File: config.mk
export PLATFORM = sky130hd
export DESIGN_NAME = fifo_page_replacement
export DESIGN_NICKNAME = d
export VERILOG_FILES = /design/src/fpr_pkg.sv /design/src/fpr_cell.sv /design/src/fifo_page_replacement.sv
export SDC_FILE = /design/constraint.sdc
export NUM_CORES = 2
export LEC_CHECK = 0
export BUFFER_PORTS_ARGS = -buffer_cell sky130_fd_sc_hd__clkbuf_2
export CAP_MARGIN = 20
export CORE_MARGIN = 10
export CORE_UTILIZATION = 40
export DETAILED_ROUTE_END_ITERATION = 8
export MAX_ROUTING_LAYER = met4
export PLACE_DENSITY = 0.57
export SYNTH_ARGS = -nofsm -noshare
export SYNTH_HDL_FRONTEND = slang
export SYNTH_SLANG_ARGS = --single-unit
File: constraint.sdc
create_clock -name clk -period 2.9 [get_ports clk]
set_input_delay 0.58 -clock clk [delete_from_list [all_inputs] [get_ports clk]]
set_output_delay 0.58 -clock clk [all_outputs]
set_load 0.005 [all_outputs]
File: src/fpr_pkg.sv
// shared types and constants for the fifo page replacement block
// no dependencies
`default_nettype none

package fpr_pkg;

  localparam int PAGE_W          = 16;
  localparam int STAMP_W         = 64;
  localparam int DEF_NUM_FRAMES  = 8;
  localparam int DEF_PAGE_BITS   = 16;

  localparam logic [STAMP_W-1:0] STAMP_INIT = STAMP_W'(1);

  typedef struct packed {
    logic active;
    logic found;
    logic have_min;
    logic min_valid;
  } fpr_ctl_t;

endpackage

`default_nettype wire

File: src/fpr_cell.sv
// one frame cell: holds valid, page and placement stamp of a frame,
// folds them into the search beat passing through and registers it
// depends on fpr_pkg
`default_nettype none

module fpr_cell #(
  parameter int PAGE_BITS = fpr_pkg::DEF_PAGE_BITS,
  parameter int IDX_BITS  = 3,
  parameter int INDEX     = 0
) (
  input  wire logic                        clk,
  input  wire logic                        rst,
  input  wire fpr_pkg::fpr_ctl_t           ctl_in,
  input  wire logic [PAGE_BITS-1:0]        req_in,
  input  wire logic [IDX_BITS-1:0]         found_idx_in,
  input  wire logic [IDX_BITS-1:0]         min_idx_in,
  input  wire logic [fpr_pkg::STAMP_W-1:0] min_stamp_in,
  input  wire logic [PAGE_BITS-1:0]        min_page_in,
  output fpr_pkg::fpr_ctl_t                ctl_out,
  output logic [PAGE_BITS-1:0]             req_out,
  output logic [IDX_BITS-1:0]              found_idx_out,
  output logic [IDX_BITS-1:0]              min_idx_out,
  output logic [fpr_pkg::STAMP_W-1:0]      min_stamp_out,
  output logic [PAGE_BITS-1:0]             min_page_out,
  input  wire logic                        wr,
  input  wire logic [PAGE_BITS-1:0]        wr_page,
  input  wire logic [fpr_pkg::STAMP_W-1:0] wr_stamp
);

  localparam logic [IDX_BITS-1:0] MY_IDX = IDX_BITS'(INDEX);

  logic                        valid;
  logic [PAGE_BITS-1:0]        page;
  logic [fpr_pkg::STAMP_W-1:0] stamp;

  fpr_pkg::fpr_ctl_t           ctl_next;
  logic [IDX_BITS-1:0]         found_idx_next;
  logic [IDX_BITS-1:0]         min_idx_next;
  logic [fpr_pkg::STAMP_W-1:0] min_stamp_next;
  logic [PAGE_BITS-1:0]        min_page_next;
  logic                        take_min;

  always_comb begin
    ctl_next       = ctl_in;
    found_idx_next = found_idx_in;
    min_idx_next   = min_idx_in;
    min_stamp_next = min_stamp_in;
    min_page_next  = min_page_in;
    take_min       = !ctl_in.have_min || (stamp < min_stamp_in);
    if (!ctl_in.found && valid && (page == req_in)) begin
      ctl_next.found = 1'b1;
      found_idx_next = MY_IDX;
    end
    if (take_min) begin
      ctl_next.have_min  = 1'b1;
      ctl_next.min_valid = valid;
      min_idx_next       = MY_IDX;
      min_stamp_next     = stamp;
      min_page_next      = page;
    end
  end

  always_ff @(posedge clk) begin
    if (rst) begin
      valid <= 1'b0;
      stamp <= '0;
    end else if (wr) begin
      valid <= 1'b1;
      stamp <= wr_stamp;
    end
  end

  always_ff @(posedge clk) begin
    if (wr) begin
      page <= wr_page;
    end
  end

  always_ff @(posedge clk) begin
    if (rst) begin
      ctl_out <= '0;
    end else begin
      ctl_out <= ctl_next;
    end
  end

  always_ff @(posedge clk) begin
    req_out       <= req_in;
    found_idx_out <= found_idx_next;
    min_idx_out   <= min_idx_next;
    min_stamp_out <= min_stamp_next;
    min_page_out  <= min_page_next;
  end

endmodule

`default_nettype wire

File: src/fifo_page_replacement.sv
// top level of the fifo page replacement block: chain of frame cells,
// time counter and result register
// depends on fpr_pkg and fpr_cell
//
// usage:
//   a request beat is taken at a rising edge with start high and busy low.
//   the request enters the first frame cell and moves one cell per cycle;
//   each cell checks for a page match and keeps the oldest stamp seen so far.
//   when the beat leaves the last cell the result is registered: done is
//   high for exactly one cycle with hit, frame_index, evicted_valid and
//   evicted_page. on a miss the chosen frame is loaded at that same edge.
//   the beat passes through the chain of frame cells and then the result
//   register; busy drops in the cycle done is shown, so a new request is
//   taken only after the previous one has produced its result.
//   the receiver cannot stall: each result must be taken while done is high.
//   reset (rst, synchronous) empties all frames, clears stamps and sets the
//   time counter to one; no clearing pass is needed.
`default_nettype none

module fifo_page_replacement #(
  parameter int NUM_FRAMES = fpr_pkg::DEF_NUM_FRAMES,
  parameter int PAGE_BITS  = fpr_pkg::DEF_PAGE_BITS,
  localparam int IDX_BITS  = $clog2(NUM_FRAMES)
) (
  input  wire logic                       clk,
  input  wire logic                       rst,
  input  wire logic                       start,
  output logic                            busy,
  input  wire logic [fpr_pkg::PAGE_W-1:0] requested_page,
  output logic                            done,
  output logic                            hit,
  output logic [IDX_BITS-1:0]             frame_index,
  output logic                            evicted_valid,
  output logic [fpr_pkg::PAGE_W-1:0]      evicted_page
);

  fpr_pkg::fpr_ctl_t           ctl       [0:NUM_FRAMES];
  logic [PAGE_BITS-1:0]        req       [0:NUM_FRAMES];
  logic [IDX_BITS-1:0]         found_idx [0:NUM_FRAMES];
  logic [IDX_BITS-1:0]         min_idx   [0:NUM_FRAMES];
  logic [fpr_pkg::STAMP_W-1:0] min_stamp [0:NUM_FRAMES];
  logic [PAGE_BITS-1:0]        min_page  [0:NUM_FRAMES];

  fpr_pkg::fpr_ctl_t           ctl_head;
  logic [fpr_pkg::STAMP_W-1:0] time_counter;
  logic                        accept;
  logic                        tail_active;
  logic                        miss;
  logic [NUM_FRAMES-1:0]       wr;
  logic [IDX_BITS-1:0]         sel;

  assign accept      = start && !busy;
  assign tail_active = ctl[NUM_FRAMES].active;
  assign miss        = tail_active && !ctl[NUM_FRAMES].found;
  assign sel         = ctl[NUM_FRAMES].found ? found_idx[NUM_FRAMES] : min_idx[NUM_FRAMES];

  always_comb begin
    ctl_head        = '0;
    ctl_head.active = accept;
  end

  assign ctl[0]       = ctl_head;
  assign req[0]       = PAGE_BITS'(requested_page);
  assign found_idx[0] = '0;
  assign min_idx[0]   = '0;
  assign min_stamp[0] = '0;
  assign min_page[0]  = '0;

  always_comb begin
    for (int i = 0; i < NUM_FRAMES; i++) begin
      wr[i] = miss && (min_idx[NUM_FRAMES] == IDX_BITS'(i));
    end
  end

  for (genvar g = 0; g < NUM_FRAMES; g++) begin : g_cell
    fpr_cell #(
      .PAGE_BITS (PAGE_BITS),
      .IDX_BITS  (IDX_BITS),
      .INDEX     (g)
    ) u_cell (
      .clk           (clk),
      .rst           (rst),
      .ctl_in        (ctl[g]),
      .req_in        (req[g]),
      .found_idx_in  (found_idx[g]),
      .min_idx_in    (min_idx[g]),
      .min_stamp_in  (min_stamp[g]),
      .min_page_in   (min_page[g]),
      .ctl_out       (ctl[g+1]),
      .req_out       (req[g+1]),
      .found_idx_out (found_idx[g+1]),
      .min_idx_out   (min_idx[g+1]),
      .min_stamp_out (min_stamp[g+1]),
      .min_page_out  (min_page[g+1]),
      .wr            (wr[g]),
      .wr_page       (req[NUM_FRAMES]),
      .wr_stamp      (time_counter)
    );
  end

  always_ff @(posedge clk) begin
    if (rst) begin
      busy         <= 1'b0;
      done         <= 1'b0;
      time_counter <= fpr_pkg::STAMP_INIT;
    end else begin
      if (accept) begin
        busy <= 1'b1;
      end else if (tail_active) begin
        busy <= 1'b0;
      end
      done <= tail_active;
      if (tail_active) begin
        time_counter <= time_counter + fpr_pkg::STAMP_W'(1);
      end
    end
  end

  always_ff @(posedge clk) begin
    if (tail_active) begin
      hit           <= ctl[NUM_FRAMES].found;
      frame_index   <= sel;
      evicted_valid <= miss && ctl[NUM_FRAMES].min_valid;
      evicted_page  <= (miss && ctl[NUM_FRAMES].min_valid)
                       ? fpr_pkg::PAGE_W'(min_page[NUM_FRAMES]) : '0;
    end
  end

endmodule

`default_nettype wire

==> impl_metrics.ini <==
[placed_design]
place_ws_ns = -0.295
io_buffers = 41
gp_congestion = 0.848
hpwl_um = 105000

[global_routing]
globalRouteOverflowTotal = 0
grt_pass1_wl_um = 230000
use_met3_pct = 2.29
grt_pass1_vias = 38900
antenna_found_initial = 1
grtUsageTotal_pct = 18.1
grt_util_met1_pct = 27.8
grt_max_degree = 107
grt_busiest_layer = met1
grtUsageMet2_pct = 24.6

[routing]
wl_um = 151000
viasPerCell = 4.90
drtIter0Drc = 2785
ant_nets = 0
vias = 40900
drc = 0
drtPass1Iterations = 6
wl_per_cell_um = 18.1

[timing]
fin_skew_ns = 0.0454
tightest_slew_ns = 0.893
setup_violations = 0
fmaxAchievable_mhz = 346
hold_viol = 0
grt_setup_unrepaired = yes
fin_ws_ns = 0.00756
post-route-period-util_pct = 99.7
min_period_ns = 2.89
slew_headroom_pct = 40.5
slew_violations = 0
hold_slack_ns = 0.141

[synthesis]
ys_seq_elements = 1504
yosys.area_share.simple_pct = 11.9
yosysMostFrequentCell = dfxtp_1
synthCells = 6015
yosys.area.top_type = dfxtp_1
synth-warning-count = 0
ys_top_cells_by_count = dfxtp_1 (1355), nand2_1 (1186), a21oi_1 (706)
synth-adder-area-share_pct = 9.23
yosysUniqueCellTypes = 71
synthArstFlopShare_pct = 0
synth_top_family_by_area = simple AND/OR/NAND/NOR gates
syn_avg_cell_area_um2 = 9.96
synth_compound_area_share_pct = 8.60
synth_xor_area_share_pct = 2.46
synth_top_area_share_pct = 45.3
syn_area_mm2 = 0.0599
synth_edf_count = 149
syn-num-nets = 6476
synthMuxAreaShare_pct = 9.76
synth.area.top_cells = dfxtp_1 (45%), ha_1 (9.2%), edfxtp_1 (7.5%)
synth-main-ff-cell = dfxtp_1
yosysSeqAreaShare_pct = 52.8

[status]
status = finished clean

[cts]
clkLatencyLatePin_ns = 0.81
numCtsBuffers = 156
cts_tree = done
clockBufferDepth = 3
cts-root-buf = clkbuf_16
clock_sinks = 1504
clkTransAtPathRegs_ns = 0.06
h-tree-depth = 4

[worst_setup_path]
reg2reg_slack_ns = 0.008
timing.rr.end = g_cell[4].u_cell.min_stamp_out[35]
rr_startpoint = g_cell[3].u_cell.min_stamp_out[45]
reg2regPathDepth = 12
critPathCaptureType = flop
cp-endpoint = g_cell[4].u_cell.min_stamp_out[35]
required_ns = 3.55
start_kind = flop
startpoint = g_cell[3].u_cell.min_stamp_out[45]
worstSetupPathType = flop to flop
arrival_ns = 3.54
worst-path-max-fanout = 8

[min_path]
hold_depth = 1
hp-class = input pin to flop
hold_start = requested_page[15]

[finish]
drive_gt1_share_pct = 19.9
area_growth_pct = 19.0
final_nets = 6689
n_antenna_cell = 0

[floorplan]
die_w_um = 407
initial_core_util_pct = 40.4
design.core.area_mm2 = 0.148
io_pins = 42
die_h_um = 407
die_area_mm2 = 0.166
row_count = 141

[power_and_ir_drop]
internal_power_w = 0.0337
comb_power_share_pct = 2.2
irDropWorstVdd_mv = 0.583
power_frac_clock_pct = 48.2
switching_share_pct = 21.6
p_leak_nw = 27.8
powerDensity_mw_per_mm2 = 603
p_sw_w = 0.00929
p_seq_share_pct = 49.6

[flow_run]
cap_violations = 0
-- layer usage --
| metal | up-vias | share of wire, % |
|---|---|---|
| met5 | - | 0 |
| met4 | 0 | 2.2 |
| met3 | 211 | 4.9 |
| met2 | 849 | 40 |
| met1 | 19200 | 52 |
| li1 | 20600 | - |
-- logic make-up (layout without fill, tap and decap cells) --
group	count (synthesis)	count (layout)
simple gates	1664	1664
flops	1504	1504
compound gates	943	944
buf+inv	789	1134
mux	505	505
fa+ha+maj	442	442
xor+xnor	168	168
-- critical path: stages (launching register included) --
cell and delay [ns]:
dfxtp_1 0.34, inv_1 0.05, ha_1 0.30, nand4_1 0.19, nor3_2 0.09, a211oi_2 0.25
a21oi_2 0.16, o41ai_4 0.41, o41ai_4 0.14, buf_4 0.17, buf_12 0.15, buf_8 0.14
mux2_4 0.33
-- repair_timing --
item	in CTS	in global routing
pin swaps	23	66
hold buffers	16	0
setup endpoints to repair	381	488
gates resized for setup	85	220
setup buffers	6	14
gates cloned	2	15
hold endpoints to repair	16	0
-- power by group through the flow --
stage | combinational (W) | sequential (W) | clock, W
final | 0.000955 | 0.0213 | 0.0207
after CTS | 0.000862 | 0.0213 | 0.0212
after floorplan | 0.000530 | 0.0217 | 0
after detailed placement | 0.000808 | 0.0218 | 0
after global placement | 0.000804 | 0.0218 | 0
after global routing | 0.00101 | 0.0213 | 0.0220
-- cells in the final DEF (no fill, tap or decap), types with 41 or more instances in the layout --
| master | instances |
|---|---|
| clkbuf_8 | 41 |
| nor2_1 | 114 |
| clkbuf_16 | 170 |
| mux2_4 | 93 |
| nand4_1 | 97 |
| edfxtp_1 | 149 |
| inv_1 | 460 |
| mux2_2 | 378 |
| o21ai_0 | 88 |
| a21oi_1 | 690 |
| buf_4 | 227 |
| xnor2_1 | 43 |
| nand2_1 | 1177 |
| nand3_1 | 46 |
| xor2_1 | 125 |
| dfxtp_2 | 54 |
| dfxtp_1 | 1300 |
| ha_1 | 406 |
-- through the flow --
stage	instances	total power (W)	instance area, µm²	utilization, %	TNS [ns]
5_1_grt	8363	0.0444	71300	48.0	-4.63
6_report	8363	0.0430	71300	48.0	0
3_5_place_dp	8021	0.0226	63800	43.0	-24.29
2_1_floorplan	6015	0.0222	59900	-	0
3_3_place_gp	8021	0.0226	63800	43.0	-21.66
4_1_cts	8336	0.0434	69900	47.1	-0.128
-- registers in the layout, summed over array words and instances (netlist names), 3 cells and up --
register / count
time_counter: 64
g_cell.u_cell.req_out: 128
g_cell.u_cell.ctl_out: 31
g_cell.u_cell.found_idx_out: 17
frame_index: 3
evicted_page: 16
g_cell.u_cell.min_page_out: 128
g_cell.u_cell.min_stamp_out: 448
g_cell.u_cell.page: 128
g_cell.u_cell.valid: 8
g_cell.u_cell.stamp: 512
g_cell.u_cell.min_idx_out: 17
-- area by class of cell --
class                   count  area [µm²]
fillers                 13500       77100
flip-flops and latches   1504       31700
multi-input cells        3723       26300
inverters                 486        1860
well taps                2002        2500
repair buffers            357        3460
clock inverters            55         813
clock buffers             236        4640
-- how the worst min path moves through the flow --
stage	endpoint
floorplan	g_cell[0].u_cell.min_stamp_out[0]
global placement	g_cell[0].u_cell.min_stamp_out[54]
detailed placement	g_cell[0].u_cell.min_stamp_out[3]
CTS	g_cell[0].u_cell.req_out[15]
global route	g_cell[0].u_cell.req_out[15]
finish	g_cell[0].u_cell.req_out[15]
No activity file was read; power rests on OpenSTA's default activity.
